### src/rtl/core/sfp8_pkg.sv
`default_nettype none
// ----------------------------------------------------------------------------
// sfp8_pkg
// Shared constants and types of the sync frame parser with Fletcher-8 check.
// ----------------------------------------------------------------------------
package sfp8_pkg;

  localparam logic [7:0]  SyncFirst   = 8'hB5;
  localparam logic [7:0]  SyncSecond  = 8'h62;
  localparam logic [15:0] MaxLenReset = 16'd256;

  typedef enum logic [2:0] {
    EV_NONE    = 3'd0,
    EV_PAYLOAD = 3'd1,
    EV_GOOD    = 3'd2,
    EV_BAD_A   = 3'd3,
    EV_BAD_B   = 3'd4,
    EV_LONG    = 3'd5,
    EV_SYNC    = 3'd6
  } evt_e;

  typedef struct packed {
    logic [31:0] error_total;
    logic [7:0]  payload_byte;
    logic [15:0] payload_index;
    logic [15:0] msg_len;
    logic [7:0]  msg_id;
    logic [7:0]  frame_class;
    evt_e        event_res;
  } result_t;

endpackage
`default_nettype wire

### src/rtl/core/sfp8_parser.sv
`default_nettype none
// ----------------------------------------------------------------------------
// sfp8_parser
// Frame parser state machine with running Fletcher-8 sums and error count.
// ----------------------------------------------------------------------------
module sfp8_parser (
  input  wire logic              clk_i,
  input  wire logic              rst_ni,
  input  wire logic              step_i,
  input  wire logic [7:0]        rx_byte_i,
  input  wire logic [15:0]       max_len_i,
  output sfp8_pkg::result_t      res_o
);

  typedef enum logic [3:0] {
    PH_SYNC1   = 4'd0,
    PH_SYNC2   = 4'd1,
    PH_CLASS   = 4'd2,
    PH_ID      = 4'd3,
    PH_LEN_LO  = 4'd4,
    PH_LEN_HI  = 4'd5,
    PH_PAYLOAD = 4'd6,
    PH_CK_A    = 4'd7,
    PH_CK_B    = 4'd8
  } phase_e;

  phase_e        phase_q, phase_d;
  logic [7:0]    class_q, class_d;
  logic [7:0]    id_q, id_d;
  logic [15:0]   len_q, len_d;
  logic [15:0]   idx_q, idx_d;
  logic [7:0]    sum_a_q, sum_a_d;
  logic [7:0]    sum_b_q, sum_b_d;
  logic [31:0]   err_q, err_d;
  sfp8_pkg::evt_e evt;
  logic [15:0]   pidx;
  logic [7:0]    pbyte;
  logic [7:0]    sum_a_add, sum_b_add;
  logic [15:0]   len_full, idx_inc;
  logic [31:0]   err_inc;

  always_comb begin
    phase_d   = phase_q;
    class_d   = class_q;
    id_d      = id_q;
    len_d     = len_q;
    idx_d     = idx_q;
    sum_a_d   = sum_a_q;
    sum_b_d   = sum_b_q;
    err_d     = err_q;
    evt       = sfp8_pkg::EV_NONE;
    pidx      = '0;
    pbyte     = '0;
    sum_a_add = sum_a_q + rx_byte_i;
    sum_b_add = sum_b_q + sum_a_add;
    len_full  = {rx_byte_i, len_q[7:0]};
    idx_inc   = idx_q + 16'd1;
    err_inc   = err_q + 32'd1;
    unique case (phase_q)
      PH_SYNC2: begin
        sum_a_d = '0;
        sum_b_d = '0;
        if (rx_byte_i == sfp8_pkg::SyncSecond) begin
          phase_d = PH_CLASS;
        end else begin
          evt     = sfp8_pkg::EV_SYNC;
          phase_d = PH_SYNC1;
          idx_d   = '0;
        end
      end
      PH_CLASS: begin
        class_d = rx_byte_i;
        sum_a_d = sum_a_add;
        sum_b_d = sum_b_add;
        phase_d = PH_ID;
      end
      PH_ID: begin
        id_d    = rx_byte_i;
        sum_a_d = sum_a_add;
        sum_b_d = sum_b_add;
        phase_d = PH_LEN_LO;
      end
      PH_LEN_LO: begin
        len_d   = {8'd0, rx_byte_i};
        sum_a_d = sum_a_add;
        sum_b_d = sum_b_add;
        phase_d = PH_LEN_HI;
      end
      PH_LEN_HI: begin
        len_d   = len_full;
        sum_a_d = sum_a_add;
        sum_b_d = sum_b_add;
        if (len_full == 16'd0) begin
          phase_d = PH_CK_A;
        end else if (len_full > max_len_i) begin
          evt     = sfp8_pkg::EV_LONG;
          err_d   = err_inc;
          phase_d = PH_SYNC1;
          sum_a_d = '0;
          sum_b_d = '0;
          idx_d   = '0;
        end else begin
          idx_d   = '0;
          phase_d = PH_PAYLOAD;
        end
      end
      PH_PAYLOAD: begin
        evt     = sfp8_pkg::EV_PAYLOAD;
        pidx    = idx_q;
        pbyte   = rx_byte_i;
        sum_a_d = sum_a_add;
        sum_b_d = sum_b_add;
        idx_d   = idx_inc;
        if (idx_inc >= len_q || idx_inc == 16'd0) begin
          phase_d = PH_CK_A;
        end
      end
      PH_CK_A: begin
        if (rx_byte_i == sum_a_q) begin
          phase_d = PH_CK_B;
        end else begin
          evt     = sfp8_pkg::EV_BAD_A;
          err_d   = err_inc;
          phase_d = PH_SYNC1;
          sum_a_d = '0;
          sum_b_d = '0;
          idx_d   = '0;
        end
      end
      PH_CK_B: begin
        if (rx_byte_i == sum_b_q) begin
          evt   = sfp8_pkg::EV_GOOD;
        end else begin
          evt   = sfp8_pkg::EV_BAD_B;
          err_d = err_inc;
        end
        phase_d = PH_SYNC1;
        sum_a_d = '0;
        sum_b_d = '0;
        idx_d   = '0;
      end
      default: begin
        phase_d = (rx_byte_i == sfp8_pkg::SyncFirst) ? PH_SYNC2 : PH_SYNC1;
      end
    endcase
  end

  always_ff @(posedge clk_i or negedge rst_ni) begin
    if (!rst_ni) begin
      phase_q <= PH_SYNC1;
      class_q <= '0;
      id_q    <= '0;
      len_q   <= '0;
      idx_q   <= '0;
      sum_a_q <= '0;
      sum_b_q <= '0;
      err_q   <= '0;
    end else if (step_i) begin
      phase_q <= phase_d;
      class_q <= class_d;
      id_q    <= id_d;
      len_q   <= len_d;
      idx_q   <= idx_d;
      sum_a_q <= sum_a_d;
      sum_b_q <= sum_b_d;
      err_q   <= err_d;
    end
  end

  always_comb begin
    res_o.event_res     = evt;
    res_o.frame_class   = class_d;
    res_o.msg_id        = id_d;
    res_o.msg_len       = len_d;
    res_o.payload_index = pidx;
    res_o.payload_byte  = pbyte;
    res_o.error_total   = err_d;
  end

endmodule
`default_nettype wire

### src/rtl/core/sync_frame_parser_fletcher8.sv
`default_nettype none
// ----------------------------------------------------------------------------
// sync_frame_parser_fletcher8
// Byte-serial sync frame parser with Fletcher-8 check and error counter.
// ----------------------------------------------------------------------------
// Usage:
//   The slave stream takes one received byte per word. Each accepted byte
//   yields exactly one result word on the master stream: an event code in
//   tuser and the header fields, payload byte with its index and the running
//   error count in tdata. Payload bytes pass through unbuffered; commit
//   them downstream on the frame good event.
//   tvalid is high on the master side in the cycle after an accept; one byte
//   is accepted every cycle while the result queue has room.
//   A two-word result queue parts the two sides: s_axis_tready drops only
//   when both entries hold results that the receiver has not taken, so a
//   receiver stall costs one extra word of slack before input stalls.
//   The cfg channel writes max_len at any time it is valid; write it only
//   while no result is outstanding.
//   Reset clears the parser to hunting for the first sync byte, the sums,
//   header fields and error count to zero, max_len to 256, and empties the
//   result queue.
// ----------------------------------------------------------------------------
module sync_frame_parser_fletcher8 (
  input  wire logic        clk_i,
  input  wire logic        rst_ni,
  input  wire logic        cfg_wvalid_i,
  output      logic        cfg_wready_o,
  input  wire logic [15:0] cfg_wdata_i,     // max_len
  input  wire logic        s_axis_tvalid_i,
  output      logic        s_axis_tready_o,
  input  wire logic [7:0]  s_axis_tdata_i,  // rx_byte
  output      logic        m_axis_tvalid_o,
  input  wire logic        m_axis_tready_i,
  // frame_class, msg_id, msg_len, payload_index, payload_byte, error_total
  output      logic [87:0] m_axis_tdata_o,
  output      logic [2:0]  m_axis_tuser_o   // event_res
);

  logic              push, pop;
  logic [15:0]       max_len_q;
  sfp8_pkg::result_t res;
  sfp8_pkg::result_t buf_q [2];
  logic              wr_q, rd_q;
  logic [1:0]        cnt_q;

  assign cfg_wready_o    = 1'b1;
  assign s_axis_tready_o = (cnt_q != 2'd2);
  assign m_axis_tvalid_o = (cnt_q != 2'd0);
  assign push            = s_axis_tvalid_i && s_axis_tready_o;
  assign pop             = m_axis_tvalid_o && m_axis_tready_i;

  always_ff @(posedge clk_i or negedge rst_ni) begin
    if (!rst_ni) begin
      max_len_q <= sfp8_pkg::MaxLenReset;
    end else if (cfg_wvalid_i && cfg_wready_o) begin
      max_len_q <= cfg_wdata_i;
    end
  end

  sfp8_parser u_parser (
    .clk_i     (clk_i),
    .rst_ni    (rst_ni),
    .step_i    (push),
    .rx_byte_i (s_axis_tdata_i),
    .max_len_i (max_len_q),
    .res_o     (res)
  );

  always_ff @(posedge clk_i or negedge rst_ni) begin
    if (!rst_ni) begin
      wr_q  <= 1'b0;
      rd_q  <= 1'b0;
      cnt_q <= 2'd0;
    end else begin
      if (push) begin
        wr_q <= ~wr_q;
      end
      if (pop) begin
        rd_q <= ~rd_q;
      end
      if (push && !pop) begin
        cnt_q <= cnt_q + 2'd1;
      end else if (pop && !push) begin
        cnt_q <= cnt_q - 2'd1;
      end
    end
  end

  always_ff @(posedge clk_i) begin
    if (push) begin
      buf_q[wr_q] <= res;
    end
  end

  assign m_axis_tuser_o = buf_q[rd_q].event_res;
  assign m_axis_tdata_o = {buf_q[rd_q].error_total,
                           buf_q[rd_q].payload_byte,
                           buf_q[rd_q].payload_index,
                           buf_q[rd_q].msg_len,
                           buf_q[rd_q].msg_id,
                           buf_q[rd_q].frame_class};

`ifndef SYNTHESIS
  a_cnt_range: assert property (@(posedge clk_i) disable iff (!rst_ni)
    cnt_q != 2'd3)
    else $error("result queue count out of range");

  a_push_shows: assert property (@(posedge clk_i) disable iff (!rst_ni)
    push |=> m_axis_tvalid_o)
    else $error("accepted word produced no result");

  a_payload_zero: assert property (@(posedge clk_i) disable iff (!rst_ni)
    (m_axis_tvalid_o && m_axis_tuser_o != sfp8_pkg::EV_PAYLOAD)
      |-> (m_axis_tdata_o[55:32] == 24'd0))
    else $error("payload fields set on a non-payload event");
`endif

endmodule
`default_nettype wire

### config.mk
export PLATFORM = sky130hd
export DESIGN_NAME = sync_frame_parser_fletcher8
export DESIGN_NICKNAME = d
export VERILOG_FILES = /design/src/rtl/core/sfp8_pkg.sv /design/src/rtl/core/sfp8_parser.sv /design/src/rtl/core/sync_frame_parser_fletcher8.sv
export SDC_FILE = /design/constraint.sdc
export NUM_CORES = 1
export LEC_CHECK = 0
export CAP_MARGIN = 20
export CORE_ASPECT_RATIO = 1.25
export CORE_MARGIN = 1.5
export CORE_UTILIZATION = 55
export CTS_BUF_LIST = sky130_fd_sc_hd__clkbuf_8
export CTS_CLUSTER_DIAMETER = 100
export DETAILED_ROUTE_END_ITERATION = 8
export DONT_BUFFER_PORTS = 1
export PLACE_DENSITY = 0.8
export SYNTH_ARGS = -nofsm -noshare
export SYNTH_HDL_FRONTEND = slang
export SYNTH_SLANG_ARGS = --single-unit
### constraint.sdc
create_clock -name clk_i -period 17.2 [get_ports clk_i]
set_clock_uncertainty 0.15 [all_clocks]
set_input_delay 0 -clock clk_i [delete_from_list [all_inputs] [get_ports clk_i]]
set_output_delay 0 -clock clk_i [all_outputs]
set_load 0.005 [all_outputs]
==> flow_metrics.tcl, run 1 <==
set metrics [dict create \
    period_share_pct 20.5 \
    sequentialPowerShare_pct 43.1 \
    end_kind "register" \
    portBuffers 0 \
    syn2layout_area_growth_pct 11.0 \
    drive_gt1_share_pct 17.2 \
    h-tree-depth 2 \
    yosysWarnings 0 \
    cts_tree "yes" \
    routed_wl_mm 31.5 \
    power.leakage_uw 0.00659 \
    clkTransAtPathRegs_ns 0.06 \
    pwr-share-clk_pct 22.5 \
    gp_congestion 0.872 \
    fmax_mhz 284 \
    io_pins 123 \
    die_w_um 150 \
    design_area_um2 16500 \
    grt_pass1_wl_mm 49.8 \
    critPathKind "register to register" \
    crit_path_start_kind "register" \
    via_per_inst 5.72 \
    maxSlewViolCount 0 \
    worst_pin_slew_ns 1.03 \
    ff_latch_area_um2 8470 \
    rows 67 \
    pwr_density_cell_nw_per_um2 157 \
    p_sw_share_pct 35.5 \
    synth.avg_cell_area_um2 11.9 \
    dieArea_um2 28000 \
    grt_util_all_layers_pct 22.7 \
    fin_crit_ns 3.53 \
    crit_arrival_ns 3.83 \
    drc_errors 0 \
    vias 9574 \
    antenna_cells 0 \
    synthArstFlopShare_pct 39.7 \
    peakVddDrop_v 0.0000890 \
    comb_power_share_pct 34.4 \
    p_int_uw 1670 \
    grt_max_degree 120 \
    ys_ff_latch 302 \
    report.final.hold_viol_count 0 \
    wl_per_cell_um 18.8 \
    synthCells 1249 \
    finalWorstSetupSlack_ns 13.67 \
    start_util_pct 55.6 \
    fill_cells 2072 \
    crit_path_max_fanout 9 \
    synth_flop_cell "edfxtp_1" \
    hpwl_mm 19.5 \
    setup_tns_ns 0 \
    ys_seq_area_share_pct 57.1 \
    max_slew_margin_pct 30.5 \
    final_nets 1373 \
    pre_cts_ws_ns 13.66 \
    core_um2 26700 \
    place_area_um2 15000 \
    die_y_um 187 \
    multi_input_area_um2 5880 \
    grt_pass1_vias 9680 \
    status "finished, final reports clean" \
    p_sw_uw 916 \
    synth_edf_count 182 \
    maxCapViolations 0 \
    numCtsBuffers 45 \
    clock-sinks 302 \
    setup_violations 0 \
    drt-initial-drc-count 700 \
    grt_overflow 0 \
    synth_nets 1331 \
    rsz0062_at_grt "false" \
    first_pass_iters 6 \
    cts_max_path_buffers 3 \
    cp.required_ns 17.51 \
    synth_area_um2 14800 \
    clk_latency_ns 0.58 \
    hp-class "input port to register" \
    antenna_found_initial 0 \
    clock-root-buffer "clkbuf_8" \
    synth_cell_type_count 71 \
    antenna_left 0 \
]
==> cells in the final DEF (no fill, tap or decap), drive strengths merged, types with 2 or more instances in the layout <==
cell type    synthesis  layout
a22oi                2       2
o31ai               13      13
o211ai               3       3
a31oi                2       2
or2                  4       4
or3                  5       5
nand2b              10      10
o21ai               89      89
nor3                17      17
mux2               112     112
nor2b                7       7
clkbuf              39      55
xnor2               72      72
and3                24      24
buf                 24      13
dfrtp              119     119
o21bai               3       3
and4                 5       5
fa                   2       2
o22ai                2       2
a21oi               33      33
clkinv               1      18
inv                 47      56
nand3               44      44
a21o                 8       8
nand4               20      20
o21a                 2       2
a311oi               2       2
o41ai                2       2
clkinvlp             0       2
dlygate4sd3          0      45
nor4                 6       6
ha                  51      51
and2                28      28
edfxtp             182     182
or4                  3       3
a211oi               5       5
nor2                33      33
nand2              188     188
xor2                29      29
==> sequential cells by signal (all words and copies together), names as in the netlist <==
signal,count
cnt_q,2
buf_q,182
u_parser.id_q,8
u_parser.sum_a_q,8
u_parser.phase_q,4
rd_q,1
u_parser.err_q,32
max_len_q,16
u_parser.len_q,16
wr_q,1
u_parser.class_q,8
u_parser.idx_q,16
u_parser.sum_b_q,8
==> final timing paths <==
check,startpoint,endpoint,cells after the start,slack (ns)
worst min register to register,u_parser.id_q[1],u_parser.id_q[1],2,0.33
worst max-delay path,u_parser.idx_q[0],u_parser.phase_q[0],13,13.67
worst min-delay path,m_axis_tready_i,rd_q,3,0.05
max in group asynchronous,rst_ni,u_parser.err_q[24],4,15.86
min in group asynchronous,rst_ni,max_len_q[8],3,0.40
worst max register to register,u_parser.idx_q[0],u_parser.phase_q[0],13,13.67
==> routing by layer <==
metal	vias up	GRT usage, %	wire [µm]	part of all wire [%]
met5	-	0	0	0
met3	87	5.13	1980	6.3
li1	4522	-	-	-
met1	4673	27.6	12400	40
met4	0	11.6	1450	4.6
met2	292	37.7	15600	50
==> Yosys cell counts (3+ instances only) <==
| cell type | n | area, µm² |
|---|---|---|
| nand2_1 | 188 | 706 |
| edfxtp_1 | 182 | 5470 |
| dfrtp_1 | 119 | 2980 |
| mux2_2 | 111 | 1250 |
| o21ai_0 | 88 | 440 |
| xnor2_1 | 72 | 631 |
| ha_1 | 51 | 638 |
| inv_1 | 47 | 176 |
| nand3_1 | 41 | 205 |
| clkbuf_1 | 39 | 146 |
| a21oi_1 | 33 | 165 |
| nor2_1 | 31 | 116 |
| xor2_1 | 29 | 254 |
| and2_1 | 26 | 163 |
| and3_1 | 24 | 150 |
| nand4_1 | 16 | 100 |
| nor3_1 | 16 | 80.1 |
| nand2b_1 | 10 | 62.6 |
| buf_2 | 9 | 45.0 |
| a21o_1 | 8 | 60.1 |
| buf_6 | 8 | 90.1 |
| nor2b_1 | 7 | 43.8 |
| o31ai_2 | 7 | 87.6 |
| a211oi_1 | 5 | 37.5 |
| and4_1 | 5 | 43.8 |
| buf_1 | 5 | 18.8 |
| o31ai_1 | 5 | 37.5 |
| nand4_2 | 4 | 50.1 |
| nor4_1 | 4 | 25.0 |
| or3_1 | 4 | 25.0 |
| nand3_2 | 3 | 30.0 |
| o21bai_1 | 3 | 22.5 |
| or2_2 | 3 | 18.8 |
==> final cells by class <==
class,instances,share of cell area [%]
Sequential cell,302,51.5
Multi-Input combinational cell,836,35.7
Clock buffer,55,4.60
Timing Repair Buffer,58,3.57
Tap cell,345,2.62
Inverter,48,1.09
Clock inverter,29,0.943
==> logic make-up (layout without fill, tap and decap cells) <==
kind of cell	Yosys count	after routing	synth area share, %
xor gates and xnor gates	101	101	5.97
and+or+nand+nor	395	395	13.2
muxes	113	113	8.58
other	1	1	0.0253
AOI/OAI and AO/OA	173	173	7.23
buffers and inverters	111	190	3.34
adders and majority gates	53	53	4.57
DFF	302	302	57.1
==> worst max-delay path: stages (launching register included) <==
cell	delay, ns
dfrtp_1	0.47
ha_1	0.29
and2_2	0.24
and3_1	0.23
nand2_1	0.10
xor2_1	0.18
inv_1	0.08
ha_1	0.29
nand4_1	0.09
or3_1	0.37
a311o_1	0.26
a21oi_1	0.24
a31oi_1	0.10
mux2_1	0.33
==> power groups by stage <==
stage	registers, µW	logic, µW	clock network, µW
2_1_floorplan	1090	714	0
3_3_place_gp	1110	840	0
3_5_place_dp	1130	868	0
4_1_cts	1110	894	596
5_1_grt	1130	983	628
6_report	1110	890	581
==> metrics by stage <==
step	hold WS (ns)	std cells	util [%]	total power [µW]
6_report	0.0457	1673	61.7	2580
5_1_grt	0.0368	1673	61.7	2740
4_1_cts	0.00759	1673	61.7	2600
3_5_place_dp	-0.438	1542	56.4	2000
3_3_place_gp	-0.438	1542	56.4	1950
2_1_floorplan	-0.446	1249	-	1800
==> what timing repair did <==
action / 4_1_cts / 5_1_grt
buffers inserted: 0 / 0
gates resized for setup: 0 / 0
hold buffers: 47 / 0
hold endpoints to repair: 307 / 0
(Power assumes the default switching activity.)
==> inputs of run 2 (changes only) <==
==> constraint.sdc (replaced) <==
create_clock -name clk_i -period 3.6 [get_ports clk_i]
set_clock_uncertainty 0.15 [all_clocks]
set_input_delay 0 -clock clk_i [delete_from_list [all_inputs] [get_ports clk_i]]
set_output_delay 0 -clock clk_i [all_outputs]
set_load 0.005 [all_outputs]
==> run 2 against run 1 <==
Against the previous run:
- clock power grew to 4.7 times the previous value
- count of clock-buffer cells in the layout is 4 lower
- highest routed layer unchanged
- critical endpoint is now u_parser.phase_q[3]
- critical path depth stayed put
==> flow_metrics.tcl, run 2 (synthesis gave the netlist of run 1 again) <==
set metrics [dict create \
    status "finished, final reports clean" \
    final_nets 1386 \
    slowest_stage "dfrtp_1" \
    end_kind "register" \
    largest_register_ffs 182 \
    peakVddDrop_v 0.000468 \
    regMostFlops "buf_q" \
    p_int_uw 7960 \
    antenna_found_initial 0 \
    vias 9642 \
    via_per_inst 5.71 \
    maxCapViolations 0 \
    grt_overflow 0 \
    pwr-share-clk_pct 22.0 \
    pwr_density_cell_nw_per_um2 748 \
    core_um2 26700 \
    r2r_end "u_parser.phase_q[3]" \
    worstSetupEndpoint "u_parser.phase_q[3]" \
    power.leakage_uw 0.00666 \
    grt_pass1_wl_mm 50.5 \
    post-route-util_pct 62.0 \
    grt_pass1_vias 9805 \
    first_pass_iters 5 \
    cts_max_path_buffers 3 \
    wl_per_cell_um 18.7 \
    syn2layout_area_growth_pct 11.5 \
    period_share_pct 94.3 \
    maxSlewViolCount 0 \
    crit_start "u_parser.idx_q[0]" \
    io_pins 123 \
    path_common_cell "ha_1" \
    worst_pin_slew_ns 0.886 \
    crit_chain "ha_1, and2_2, and3_1, nand2_1, xor2_1, inv_1, ha_1, nand4_1, or3_1, a311o_1, a21oi_2, buf_4, mux2_2" \
    max_slew_margin_pct 40.7 \
    portBuffers 0 \
    h-tree-depth 2 \
    p_sw_uw 4390 \
    dieArea_um2 28000 \
    drt-initial-drc-count 631 \
    rrSetupSlack_ns 0.21 \
    drive_gt1_share_pct 17.7 \
    die_y_um 187 \
    start_util_pct 55.6 \
    rows 67 \
    gp_congestion 0.866 \
    worst_path_largest_cell_delay_ns 0.38 \
    clk_latency_ns 0.57 \
    crit-reg2reg-launch "u_parser.idx_q[0]" \
    clock-sinks 302 \
    crit_path_start_kind "register" \
    fmax_mhz 295 \
    fin_crit_ns 3.39 \
    cp.required_ns 3.91 \
    cts_tree "yes" \
    ff2ff_path_depth 13 \
    grt_max_degree 121 \
    hp-class "input port to register" \
    crit_path_max_fanout 5 \
    antenna_cells 0 \
    die_w_um 150 \
    clkTransAtPathRegs_ns 0.07 \
    critPathKind "register to register" \
    comb_power_share_pct 34.8 \
    drc_errors 0 \
    routed_wl_mm 31.6 \
    grt_util_all_layers_pct 22.9 \
    setup_violations 0 \
    report.final.hold_viol_count 0 \
    top_regs "buf_q (182), u_parser.err_q (32)" \
    crit_arrival_ns 3.71 \
    sequentialPowerShare_pct 43.2 \
    antenna_left 0 \
    final_common_cell "nand2_1" \
    whs_ns 0.0718 \
    clock-root-buffer "clkbuf_8" \
    hpwl_mm 19.7 \
    numCtsBuffers 47 \
    final_cell_mix "188 x nand2_1, 182 x edfxtp_1, 118 x dfrtp_1, 111 x mux2_2, 88 x o21ai_0" \
    p_sw_share_pct 35.6 \
]
## run 2: cell types whose count changed in the layout (fill, tap and decap cells not counted), sizes merged
| cell | before | now |
|---|---|---|
| buf | 13 | 24 |
| inv | 56 | 64 |
| clkbuf | 55 | 51 |
| clkinv | 18 | 19 |
| clkinvlp | 2 | 1 |
## run 2: worst min-delay path by stage
stage | to | depth (start not counted) | start | slack (ns)
4_1_cts | rd_q | 3 | m_axis_tready_i | 0.03
2_1_floorplan | cnt_q[0] | 0 | rst_ni | -0.45
6_report | rd_q | 3 | m_axis_tready_i | 0.07
3_3_place_gp | u_parser.id_q[2] | 0 | rst_ni | -0.44
5_1_grt | rd_q | 3 | m_axis_tready_i | 0.06
3_5_place_dp | u_parser.id_q[4] | 0 | rst_ni | -0.44
## run 2: cell type report
| cell class | instances | area [µm²] |
|---|---|---|
| Fill cell | 2036 | 10100 |
| Sequential cell | 302 | 8470 |
| Multi-Input combinational cell | 836 | 5880 |
| Clock buffer | 51 | 702 |
| Timing Repair Buffer | 69 | 663 |
| Tap cell | 345 | 432 |
| Clock inverter | 37 | 193 |
| Inverter | 48 | 180 |
## run 2: power groups by stage
stage                     combinational (µW)  sequential [µW]  clock, µW
after detailed placement                4190             5410          0
after floorplan                         3420             5160          0
final                                   4300             5340       2710
after global placement                  4060             5350          0
after global routing                    4760             5450       2940
after CTS                               4310             5340       2770
## run 2: timing repair
action	CTS	global route
setup endpoints to repair	0	1
resized for setup	0	1
endpoints found under the hold margin	335	0
setup buffers	0	1
hold buffers	46	0
## run 2: metal layers
metal | global-route usage (%) | share of wire [%] | vias to the layer above
met5 | 0 | 0 | -
li1 | - | - | 4550
met3 | 4.99 | 6.5 | 82
met4 | 8.79 | 3.2 | 0
met1 | 27.9 | 40 | 4721
met2 | 39.5 | 50 | 289
## run 2: through the flow
step / instance area [µm²] / setup slack, ns / TNS, ns / power [µW] / std cells
after floorplan: 14800 / 0.268 / 0 / 8570 / 1249
after global placement: 15100 / 0.240 / 0 / 9410 / 1553
after detailed placement: 15100 / 0.150 / 0 / 9600 / 1553
after CTS: 16500 / 0.145 / 0 / 12400 / 1687
after global routing: 16500 / -0.00133 / -0.00133 / 13100 / 1688
final: 16500 / 0.205 / 0 / 12400 / 1688
## run 2: worst max-delay path, delay by kind of cell (launching register included)
family,cells,cell delay [ns]
buffers and inverters,2,0.21
adders and majority gates,2,0.54
DFF,1,0.38
xor gates and xnor gates,1,0.20
and+or+nand+nor,5,1.02
AOI/OAI and AO/OA,2,0.46
muxes,1,0.31
==> inputs of run 3 (changes only) <==
--- a/config.mk
+++ b/config.mk
@@ -9,7 +9,7 @@
 export CORE_ASPECT_RATIO = 1.25
 export CORE_MARGIN = 1.5
 export CORE_UTILIZATION = 55
-export CTS_BUF_LIST = sky130_fd_sc_hd__clkbuf_8
+export CTS_BUF_LIST = sky130_fd_sc_hd__clkbuf_4 sky130_fd_sc_hd__clkbuf_8 sky130_fd_sc_hd__clkbuf_16
 export CTS_CLUSTER_DIAMETER = 100
 export DETAILED_ROUTE_END_ITERATION = 8
 export DONT_BUFFER_PORTS = 1
@@ -17,3 +17,4 @@
 export SYNTH_ARGS = -nofsm -noshare
 export SYNTH_HDL_FRONTEND = slang
 export SYNTH_SLANG_ARGS = --single-unit
+export TNS_END_PERCENT = 10
==> run 3 against run 2 <==
Against the previous run:
- worst hold slack got worse by 0.029 ns
- combinational power about the same
- critical endpoint unchanged
- critical path depth stayed put
- non-clock buffer count did not move
==> flow_metrics.tcl, run 3 (synthesis gave the netlist of run 1 again) <==
set metrics [dict create \
    rsz0062_at_grt "false" \
    clkTransAtPathRegs_ns 0.07 \
    maxSlewViolCount 0 \
    crit_arrival_ns 3.63 \
    rrSetupSlack_ns 0.24 \
    pre_cts_ws_ns 0.150 \
    worst_pin_slew_ns 0.867 \
    drt-initial-drc-count 701 \
    die_w_um 150 \
    status "finished, final reports clean" \
    crit_path_start_kind "register" \
    first_pass_iters 8 \
    hold_start "s_axis_tdata_i[5]" \
    cts_max_path_buffers 3 \
    power.leakage_uw 0.00664 \
    clock-root-buffer "clkbuf_16" \
    peakVddDrop_v 0.000448 \
    io_pins 123 \
    top_regs "buf_q (182), u_parser.err_q (32)" \
    report.final.hold_viol_count 0 \
    hp-class "input port to register" \
    start_util_pct 55.6 \
    multi_input_area_um2 5880 \
    maxCapViolations 0 \
    vias 9593 \
    rows 67 \
    via_per_inst 5.80 \
    largest_register_ffs 182 \
    clock-sinks 302 \
    final_common_cell "nand2_1" \
    numCtsBuffers 29 \
    drive_gt1_share_pct 17.3 \
    die_y_um 187 \
    fill_cells 1995 \
    clk_latency_ns 0.56 \
    routed_wl_mm 31.4 \
    final_cell_mix "188 x nand2_1, 182 x edfxtp_1, 118 x dfrtp_1, 111 x mux2_2, 88 x o21ai_0" \
    critPathKind "register to register" \
    syn2layout_area_growth_pct 12.3 \
    wl_per_cell_um 19.0 \
    setup_violations 0 \
    portBuffers 0 \
    core_um2 26700 \
    fin_cells 1654 \
    place_inst 1553 \
    post-route-util_pct 62.4 \
    ff_latch_area_um2 8470 \
    final_nets 1368 \
    end_kind "register" \
    antenna_cells 0 \
    ff2ff_path_depth 13 \
    grt_max_degree 121 \
    grt_util_all_layers_pct 22.7 \
    fmax_mhz 298 \
    min_to "u_parser.phase_q[0]" \
    grt_pass1_vias 9550 \
    cp.required_ns 3.88 \
    grt_pass1_wl_mm 50.0 \
    r2r_end "u_parser.phase_q[3]" \
    holdPathStages 6 \
    pwr_density_cell_nw_per_um2 771 \
    h-tree-depth 1 \
    gp_congestion 0.866 \
    finalWorstSetupSlack_ns 0.244 \
    drc_errors 0 \
    regMostFlops "buf_q" \
    setup_tns_ns 0 \
    crit_path_max_fanout 5 \
    hpwl_mm 19.7 \
    period_share_pct 93.2 \
    crit-reg2reg-launch "u_parser.idx_q[1]" \
    max_slew_margin_pct 42.0 \
    dieArea_um2 28000 \
    antenna_found_initial 0 \
    cts_tree "yes" \
    grt_overflow 0 \
    fin_crit_ns 3.36 \
    antenna_left 0 \
]
run 3: power by group:
group | internal, µW | leakage, µW | switching (µW)
clock network | 1870 | 0.000505 | 1310
registers | 4820 | 0.00331 | 520
logic | 1750 | 0.00282 | 2560
total | 8440 | 0.00664 | 4390
run 3: repair_timing:
action | in CTS | in global routing
endpoints found under the hold margin | 332 | 0
gates resized for setup | 0 | 2
hold buffers | 46 | 0
buffers inserted | 0 | 1
setup endpoints to repair | 0 | 2
run 3: critical path, stage by stage, from the launching register on:
cell and delay [ns]:
dfrtp_1 0.39, ha_2 0.21, and2_2 0.23, and3_1 0.22, nand2_1 0.11, xor2_1 0.20, inv_1 0.08, ha_1 0.29
nand4_1 0.08, or3_1 0.37, a311o_1 0.29, a21oi_2 0.17, buf_4 0.13, mux2_2 0.31
run 3: area by class of cell:
class                      count  area share [%]
clock buffer                  40            5.07
timing repair buffer          69            3.98
sequential                   302            50.9
multi-input combinational    836            35.3
tap                          345            2.59
clock inverter                14            1.04
inverter                      48            1.08
run 3: worst max-delay path by stage:
| stage | depth (start not counted) | start | end | slack [ns] |
|---|---|---|---|---|
| 2_1_floorplan | 2 | cnt_q[0] | buf_q[1][0] | 0.27 |
| 3_3_place_gp | 13 | u_parser.idx_q[0] | u_parser.phase_q[0] | 0.24 |
| 3_5_place_dp | 13 | u_parser.idx_q[0] | u_parser.phase_q[0] | 0.15 |
| 4_1_cts | 13 | u_parser.idx_q[0] | u_parser.phase_q[0] | 0.14 |
| 5_1_grt | 13 | u_parser.idx_q[0] | u_parser.phase_q[0] | 0.04 |
| 6_report | 13 | u_parser.idx_q[1] | u_parser.phase_q[3] | 0.24 |
run 3: metrics by stage:
step	instance area, µm²	total power [µW]	hold slack (ns)
after floorplan	14800	8570	-0.446
after global placement	15100	9410	-0.438
after detailed placement	15100	9600	-0.438
after CTS	16600	12900	0.0225
after global routing	16600	13600	0.0795
final	16600	12800	0.0429
run 3: routing by layer:
metal | share of wire, % | GRT usage [%] | vias to the layer above
met2 | 51 | 39.4 | 320
met4 | 2.9 | 7.43 | 0
met3 | 6.8 | 3.91 | 61
met5 | 0 | 0 | -
met1 | 40 | 28.5 | 4697
li1 | - | - | 4515
